[src/rtl/core/nlt_pkg.sv]
`timescale 1ns / 1ps
// shared types and constants of the neighbor liveness tracker
// no dependencies

package nlt_pkg;

  // number of router interfaces with a neighbor slot
  localparam int PORTS     = 4;
  localparam int SLOT_AW   = (PORTS > 1) ? $clog2(PORTS) : 1;
  localparam int NUM_MASKS = 4;
  localparam int PORT_W    = 2;
  localparam int CFG_IDX_W = 3;

  typedef enum logic [2:0] {
    EV_SEND_HELLO = 3'd0,
    EV_REFRESH    = 3'd1,
    EV_NEW_NBR    = 3'd2,
    EV_MASK_DROP  = 3'd3,
    EV_TIMEOUT    = 3'd4,
    EV_FLOOD_ALL  = 3'd5
  } event_t;

  typedef enum logic [CFG_IDX_W-1:0] {
    CFG_MASK0 = 3'd0,
    CFG_MASK1 = 3'd1,
    CFG_MASK2 = 3'd2,
    CFG_MASK3 = 3'd3,
    CFG_DEAD  = 3'd4,
    CFG_LSU   = 3'd5
  } cfg_idx_t;

  typedef enum logic [2:0] {
    ST_IDLE,
    ST_HELLO,
    ST_SCAN,
    ST_FLOOD,
    ST_FINISH
  } state_t;

  typedef struct packed {
    logic [NUM_MASKS-1:0][31:0] mask;
    logic [15:0]                dead;
    logic [15:0]                lsu_period;
  } cfg_t;

  typedef struct packed {
    logic [31:0] rid;
    logic [31:0] addr;
    logic [31:0] seen;
  } slot_t;

  typedef struct packed {
    event_t            ev;
    logic [PORT_W-1:0] port;
    logic [31:0]       rid;
    logic [31:0]       addr;
  } res_t;

endpackage

[src/rtl/core/nlt_ram.sv]
`timescale 1ns / 1ps
// generic single write port ram with one registered read port
// no dependencies

module nlt_ram #(
  parameter int WIDTH = 32,
  parameter int DEPTH = 4
) (
  input  logic                                    clk,
  input  logic                                    we,
  input  logic [((DEPTH > 1) ? $clog2(DEPTH) : 1)-1:0] waddr,
  input  logic [WIDTH-1:0]                        wdata,
  input  logic [((DEPTH > 1) ? $clog2(DEPTH) : 1)-1:0] raddr,
  output logic [WIDTH-1:0]                        rdata
);

  logic [WIDTH-1:0] mem [DEPTH];

  always_ff @(posedge clk) begin
    if (we) begin
      mem[waddr] <= wdata;
    end
    rdata <= mem[raddr];
  end

endmodule

[src/rtl/core/nlt_cfg.sv]
`timescale 1ns / 1ps
// configuration register file: interface masks, dead interval, flood period
// depends on nlt_pkg

module nlt_cfg import nlt_pkg::*; (
  input  logic                 clk,
  input  logic                 rst_n,
  input  logic                 cfg_valid,
  output logic                 cfg_ready,
  input  logic [CFG_IDX_W-1:0] cfg_index,
  input  logic [31:0]          cfg_data,
  output cfg_t                 cfg
);

  cfg_t cfg_r;

  assign cfg_ready = 1'b1;
  assign cfg       = cfg_r;

  always_ff @(posedge clk) begin
    if (!rst_n) begin
      cfg_r.mask       <= '0;
      cfg_r.dead       <= 16'd15;
      cfg_r.lsu_period <= 16'd30;
    end else if (cfg_valid) begin
      unique case (cfg_index)
        CFG_MASK0: cfg_r.mask[0]    <= cfg_data;
        CFG_MASK1: cfg_r.mask[1]    <= cfg_data;
        CFG_MASK2: cfg_r.mask[2]    <= cfg_data;
        CFG_MASK3: cfg_r.mask[3]    <= cfg_data;
        CFG_DEAD:  cfg_r.dead       <= cfg_data[15:0];
        CFG_LSU:   cfg_r.lsu_period <= cfg_data[15:0];
        default: ;
      endcase
    end
  end

endmodule

[src/rtl/core/neighbor_liveness_tracker.sv]
`timescale 1ns / 1ps
// top level of the neighbor liveness tracker: sequencer, slot ram, output word
// depends on nlt_pkg, nlt_ram, nlt_cfg

// Keeps one neighbor slot (router id, address, last seen time) per interface in a
// small ram and handles one input word at a time. A hello word reads its slot,
// then compares and, when the mask matches, writes the slot back, then hands its
// result to the output register. A tick word scans the slots through the single
// ram read port, one slot per cycle while no removal waits on a busy output
// register, then checks for a flood and hands on its last result. Every word takes
// longer while the output side stalls. Results leave through an output register, so
// the next input word is taken while the last result of the previous one still waits.
// Slot state is cleared at reset through per slot valid bits, with no clearing pass.
// Configuration writes are always ready and are registered before they take effect.

module neighbor_liveness_tracker import nlt_pkg::*; (
  input  logic                 clk,
  input  logic                 rst_n,
  // input words
  input  logic                 in_valid,
  output logic                 in_ready,
  input  logic                 in_mode,
  input  logic [PORT_W-1:0]    in_port_index,
  input  logic [31:0]          in_sender_rid,
  input  logic [31:0]          in_sender_addr,
  input  logic [31:0]          in_sender_mask,
  input  logic [31:0]          in_now_seconds,
  // result words
  output logic                 out_valid,
  input  logic                 out_ready,
  output logic [2:0]           out_event_res,
  output logic [PORT_W-1:0]    out_port_out,
  output logic [31:0]          out_neighbor_rid,
  output logic [31:0]          out_neighbor_addr,
  output logic                 out_last,
  // configuration writes
  input  logic                 cfg_valid,
  output logic                 cfg_ready,
  input  logic [CFG_IDX_W-1:0] cfg_index,
  input  logic [31:0]          cfg_data
);

  cfg_t cfg;

  nlt_cfg u_cfg (
    .clk       (clk),
    .rst_n     (rst_n),
    .cfg_valid (cfg_valid),
    .cfg_ready (cfg_ready),
    .cfg_index (cfg_index),
    .cfg_data  (cfg_data),
    .cfg       (cfg)
  );

  // sequencer state
  state_t              state_r, state_nxt;
  logic [SLOT_AW-1:0]  idx_r, idx_nxt;        // slot being worked on
  logic [PORTS-1:0]    valid_r;               // slot holds written data
  logic                changed_r;             // a neighbor was removed this tick
  logic [31:0]         last_flood_r;

  // latched input word
  logic [PORT_W-1:0]   port_r;
  logic [31:0]         rid_r;
  logic [31:0]         addr_r;
  logic [31:0]         smask_r;
  logic [31:0]         now_r;

  // one result held back until we know whether it is the last one
  res_t                pend_r;
  res_t                pend_new;
  logic                pend_ld;

  // output register
  res_t                out_r;
  logic                out_last_r;
  logic                out_valid_r;
  logic                push;
  logic                push_last;
  logic                can_push;

  // slot ram
  logic [SLOT_AW-1:0]  rd_addr;
  slot_t               rd_data;
  slot_t               slot_q;
  logic                ram_we;
  slot_t               ram_wdata;

  // control strobes
  logic                accept;
  logic                tick_start;
  logic                val_set;
  logic                val_clr;
  logic                chg_set;
  logic                flood_ld;

  // derived checks
  logic                expired;
  logic                periodic_due;
  logic                mask_ok;
  logic                rid_match;
  logic [31:0]         silence;
  logic [31:0]         since_flood;

  nlt_ram #(
    .WIDTH ($bits(slot_t)),
    .DEPTH (PORTS)
  ) u_slot_ram (
    .clk   (clk),
    .we    (ram_we),
    .waddr (idx_r),
    .wdata (ram_wdata),
    .raddr (rd_addr),
    .rdata (rd_data)
  );

  // a slot never written since reset reads as empty
  assign slot_q       = valid_r[idx_r] ? rd_data : '0;

  assign silence      = now_r - slot_q.seen;
  assign since_flood  = now_r - last_flood_r;
  assign expired      = (slot_q.rid != 32'd0) && (silence > {16'd0, cfg.dead});
  assign periodic_due = since_flood >= {16'd0, cfg.lsu_period};
  assign mask_ok      = smask_r == cfg.mask[port_r];
  assign rid_match    = (slot_q.rid != 32'd0) && (slot_q.rid == rid_r);

  assign ram_wdata    = '{rid: rid_r, addr: addr_r, seen: now_r};
  assign can_push     = !out_valid_r || out_ready;
  assign accept       = in_valid && in_ready;

  // next state and control
  always_comb begin
    state_nxt  = state_r;
    idx_nxt    = idx_r;
    rd_addr    = idx_r;
    in_ready   = 1'b0;
    ram_we     = 1'b0;
    pend_ld    = 1'b0;
    pend_new   = '{ev: EV_SEND_HELLO, port: '0, rid: '0, addr: '0};
    push       = 1'b0;
    push_last  = 1'b0;
    val_set    = 1'b0;
    val_clr    = 1'b0;
    chg_set    = 1'b0;
    flood_ld   = 1'b0;
    tick_start = 1'b0;
    unique case (state_r)
      ST_IDLE: begin
        in_ready = 1'b1;
        rd_addr  = in_mode ? '0 : in_port_index[SLOT_AW-1:0];
        if (in_valid) begin
          idx_nxt = rd_addr;
          if (in_mode) begin
            // hello request word goes first on every tick
            tick_start = 1'b1;
            pend_ld    = 1'b1;
            state_nxt  = ST_SCAN;
          end else if (32'(in_port_index) < 32'(PORTS)) begin
            state_nxt = ST_HELLO;
          end
        end
      end
      ST_HELLO: begin
        pend_ld = 1'b1;
        if (!mask_ok) begin
          pend_new = '{ev: EV_MASK_DROP, port: port_r, rid: rid_r, addr: addr_r};
        end else begin
          ram_we   = 1'b1;
          val_set  = 1'b1;
          pend_new = '{ev: rid_match ? EV_REFRESH : EV_NEW_NBR, port: port_r,
                       rid: rid_r, addr: addr_r};
        end
        state_nxt = ST_FINISH;
      end
      ST_SCAN: begin
        // stall on a removal while the output register is busy, holding the read
        if (!expired || can_push) begin
          if (expired) begin
            push     = 1'b1;
            pend_ld  = 1'b1;
            pend_new = '{ev: EV_TIMEOUT, port: PORT_W'(idx_r), rid: slot_q.rid,
                         addr: slot_q.addr};
            val_clr  = 1'b1;
            chg_set  = 1'b1;
          end
          if (idx_r == SLOT_AW'(PORTS - 1)) begin
            state_nxt = ST_FLOOD;
          end else begin
            idx_nxt = idx_r + 1'b1;
            rd_addr = idx_r + 1'b1;
          end
        end
      end
      ST_FLOOD: begin
        if (changed_r || periodic_due) begin
          if (can_push) begin
            push      = 1'b1;
            pend_ld   = 1'b1;
            pend_new  = '{ev: EV_FLOOD_ALL, port: '0, rid: '0, addr: '0};
            flood_ld  = 1'b1;
            state_nxt = ST_FINISH;
          end
        end else begin
          state_nxt = ST_FINISH;
        end
      end
      ST_FINISH: begin
        if (can_push) begin
          push      = 1'b1;
          push_last = 1'b1;
          state_nxt = ST_IDLE;
        end
      end
      default: state_nxt = ST_IDLE;
    endcase
  end

  // control registers
  always_ff @(posedge clk) begin
    if (!rst_n) begin
      state_r      <= ST_IDLE;
      valid_r      <= '0;
      changed_r    <= 1'b0;
      last_flood_r <= '0;
      out_valid_r  <= 1'b0;
    end else begin
      state_r <= state_nxt;
      if (val_set) begin
        valid_r[idx_r] <= 1'b1;
      end else if (val_clr) begin
        // a removed neighbor is unobservable, so dropping the valid bit clears it
        valid_r[idx_r] <= 1'b0;
      end
      if (tick_start) begin
        changed_r <= 1'b0;
      end else if (chg_set) begin
        changed_r <= 1'b1;
      end
      if (flood_ld) begin
        last_flood_r <= now_r;
      end
      if (push) begin
        out_valid_r <= 1'b1;
      end else if (out_ready) begin
        out_valid_r <= 1'b0;
      end
    end
  end

  // payload registers
  always_ff @(posedge clk) begin
    idx_r <= idx_nxt;
    if (accept) begin
      port_r  <= in_port_index;
      rid_r   <= in_sender_rid;
      addr_r  <= in_sender_addr;
      smask_r <= in_sender_mask;
      now_r   <= in_now_seconds;
    end
    if (push) begin
      out_r      <= pend_r;
      out_last_r <= push_last;
    end
    if (pend_ld) begin
      pend_r <= pend_new;
    end
  end

  assign out_valid         = out_valid_r;
  assign out_event_res     = out_r.ev;
  assign out_port_out      = out_r.port;
  assign out_neighbor_rid  = out_r.rid;
  assign out_neighbor_addr = out_r.addr;
  assign out_last          = out_last_r;

endmodule

[config.mk]
export PLATFORM = sky130hd
export DESIGN_NAME = neighbor_liveness_tracker
export DESIGN_NICKNAME = d
export VERILOG_FILES = /design/src/rtl/core/nlt_pkg.sv /design/src/rtl/core/nlt_ram.sv /design/src/rtl/core/nlt_cfg.sv /design/src/rtl/core/neighbor_liveness_tracker.sv
export SDC_FILE = /design/constraint.sdc
export NUM_CORES = 1
export LEC_CHECK = 0
export BUFFER_PORTS_ARGS = -buffer_cell sky130_fd_sc_hd__buf_2
export CORE_MARGIN = 2
export CORE_UTILIZATION = 40
export CTS_CLUSTER_DIAMETER = 120
export DETAILED_ROUTE_END_ITERATION = 10
export PLACE_DENSITY = 0.58
export SYNTH_ARGS = -nofsm -noshare
export SYNTH_HDL_FRONTEND = slang
export SYNTH_SLANG_ARGS = --single-unit
export TNS_END_PERCENT = 100
[constraint.sdc]
create_clock -name clk -period 16.7 [get_ports clk]
set_input_delay 1.67 -clock clk [delete_from_list [all_inputs] [get_ports clk]]
set_output_delay 1.67 -clock clk [all_outputs]
set_load 0.01 [all_outputs]
==> results.ini <==
[layout]
area_growth_pct = 14.08
num-nets-final = 3551
drive_gt1_share_pct = 14.90
design_area_sq_mm = 0.04548
final_util_pct = 46.15
final_cells = 4661

[die]
core_sq_mm = 0.09856
ios = 244
num_rows = 115
die_w_microns = 319.7
die_y_microns = 319.7
start_util_pct = 40.45
dieArea_sq_mm = 0.1022

[synthesis]
ys_seq_area_share_pct = 64.25
synth.distinct_cells = 87
syn_nets = 3327
synth_cells = 3058
async_reset_ff_share_pct = 0
mappedNetlistArea_sq_mm = 0.03987
yosysWarningCount = 0
synth_flop_cell = edfxtp_1
synth_edf_count = 655
synth-seq-cells = 952
syn_avg_cell_area_sq_um = 13.04

[worst_hold_path]
min_path_type = flop to flop

[global_route]
grt.overflow.total = 0
grt_max_degree = 109
grt_pass1_vias = 23900
grt_use_total_pct = 18.58
grt_pass1_wl_microns = 145700
antenna_found_initial = 6

[drt]
drtPass1Iterations = 5
drc_errors = 0
ant_nets = 0
via_per_inst = 5.286
num_vias = 24640
post_drt_wl_per_cell_microns = 20.70
drtIter0Drc = 1866
wl_microns = 96490

[setup_path]
path_common_cell = o21ai_0
critPathKind = flop to flop
path_max_fanout = 59
cp_slowest_stage_delay_ns = 0.95
critPathArrivalTime_ns = 8.19
cp_slowest_cell = mux4_2
critPathLaunchType = flop
critPathCaptureType = flop
path_buf_inv = 1
cpLargestDelayFamily = simple AND/OR/NAND/NOR gates
worstPathRequired_ns = 17.25

[timing]
clock_skew_ns = 0.04537
tightest_slew_ns = 1.227
finalCritPeriodShare_pct = 45.80
setup_ws_ns = 9.052
fin_tns_setup_ns = 0
min_period_ns = 7.648
fmax_mhz = 130.8
hold_viol_final = 0
rsz0062_at_grt = no
relSlewSlack_pct = 18.21
hold_slack_ns = 0.3997
slew_viol_final = 0
finalSetupViolCount = 0

[clocking]
post-cts-setup-buffer-count = 0
clk_latency_ns = 0.69
numCtsBuffers = 102
path_clk_slew_ns = 0.06
cts-root-buf = clkbuf_16
clockBufferDepth = 3
cts_hold_buf = 0
htreeDepth = 3
cts.sinks = 952
post_cts_resize_count = 0
cts_tree = done

[place]
gp_congestion = 0.8754
dp.cells = 4465
dp_hpwl_microns = 60890
dpl_cell_area_sq_mm = 0.04214
post-place-ws_ns = 9.088
place.port_buffers = 242

[power_and_ir_drop]
power.total_mw = 5.871
power.internal_mw = 4.344
p_leak_nw = 16.17
power_frac_seq_pct = 48.6
p_per_area_mw_per_mm2 = 129.1
irDropWorstVdd_v = 0.0001079
power_switching_mw = 1.527
p_comb_share_pct = 13.2
p_clk_share_pct = 38.2
p_sw_share_pct = 26.01

[outcome]
status = complete, no violations

[run]
max_cap_violations = 0

[worst paths after layout]
path              start  cells after the start  slack, ns                   end
min reg2reg  pend_r[62]                      0       0.40  out_neighbor_rid[30]
min          pend_r[62]                      0       0.40  out_neighbor_rid[30]
max reg2reg    idx_r[0]                     25       9.05  u_slot_ram.rdata[40]
max            idx_r[0]                     25       9.05  u_slot_ram.rdata[40]
[routing by layer]
metal  vias up  track usage [%]  share of wire (%)  routed length [microns]
li1      11760                -                  -                        -
met1     12140            25.87                 46                    44020
met2       610            30.50                 48                    45950
met3       132            2.679                4.9                     4717
met4         0            4.759                1.9                     1802
met5         -                0                  0                        0
[flip-flops by register name (all words and copies together) (netlist names), 3 cells and up, named ones only]
signal and count:
now_r 32, out_neighbor_addr 32, u_slot_ram.mem 384, u_cfg.cfg 160, rid_r 32, u_slot_ram.rdata 96, last_flood_r 32, state_r 3
out_event_res 3, out_neighbor_rid 32, pend_r 69, addr_r 32, smask_r 32
[cell usage in the layout, fill, tap and decap left out, drive strengths merged, types with 7 or more instances in the layout]
cell and instances:
a211oi 8, a21o 34, a21oi 231, a221oi 7
a22o 67, a31oi 21, and2 9, and3 7
buf 274, bufinv 8, clkbuf 132, clkinv 43
dfxtp 297, edfxtp 655, ha 96, inv 95
mux2i 327, mux4 33, nand2 490, nand2b 17
nand3 26, nand4 44, nor2 101, nor2b 14
nor3 15, nor4 12, nor4bb 13, o211ai 17
o21a 8, o21ai 64, o21bai 13, o32ai 15
xnor2 70, xor2 16
[synthesized netlist by cell type, drive strengths merged, types with 33 or more instances]
master,n,share of area (%)
a21oi,231,2.9
inv,87,0.82
edfxtp,655,49
a22o,67,1.5
ha,96,3.0
mux4,33,1.9
mux2i,327,8.2
nand4,44,0.72
clkbuf,104,0.99
xnor2,70,1.5
dfxtp,297,15
a21o,34,0.64
nor2,101,0.96
o21ai,64,0.80
buf,50,1.3
nand2,490,4.6
[power by group through the flow]
stage	registers [mW]	logic, mW	clock network (mW)
global placement	2.91	0.774	0
finish	2.86	0.773	2.24
floorplan	2.86	0.600	0
detailed placement	2.91	0.781	0
global route	2.88	0.850	2.39
CTS	2.86	0.784	2.30
[worst register-to-register path, stage by stage (launching register included)]
cell	delay (ns)
edfxtp_1	0.67
mux4_2	0.95
and2_1	0.33
ha_1	0.21
fa_1	0.44
nor2b_1	0.23
o211a_1	0.19
o21ai_0	0.11
nand2_1	0.14
a21o_1	0.13
a21oi_1	0.07
xnor2_1	0.19
ha_1	0.27
and3_1	0.18
a22o_1	0.23
o21ai_0	0.15
o211ai_1	0.10
o21ai_0	0.11
nand4_1	0.12
nor4_2	0.27
nand4_2	0.21
a21o_1	0.23
nand3_4	0.56
buf_4	1.00
mux2i_1	0.33
mux2i_1	0.10
[cells by family (layout without fill, tap and decap cells)]
family                   Yosys count  in the layout  synth area share (%)
flip-flops                       952            952                 64.25
AND/OR/NAND/NOR                  775            775                 8.630
AO/OA/AOI/OAI                    540            540                 8.784
multiplexers                     364            364                 10.19
buffers and inverters            242            554                 3.141
adder cells (fa/ha/maj)           98             98                 3.113
XOR/XNOR                          86             86                 1.889
other                              1              5              0.009406
[layout make-up]
class / count / area (sq um)
inverters: 88 / 337.8
multi-input cells: 1864 / 13120
flip-flops and latches: 952 / 25610
diodes: 4 / 10.01
clock inverters: 60 / 571.8
clock buffers: 132 / 2766
fillers: 8863 / 53080
well taps: 1287 / 1610
repair buffers: 274 / 1451
Note: power is estimated with default switching activity, not from simulation.
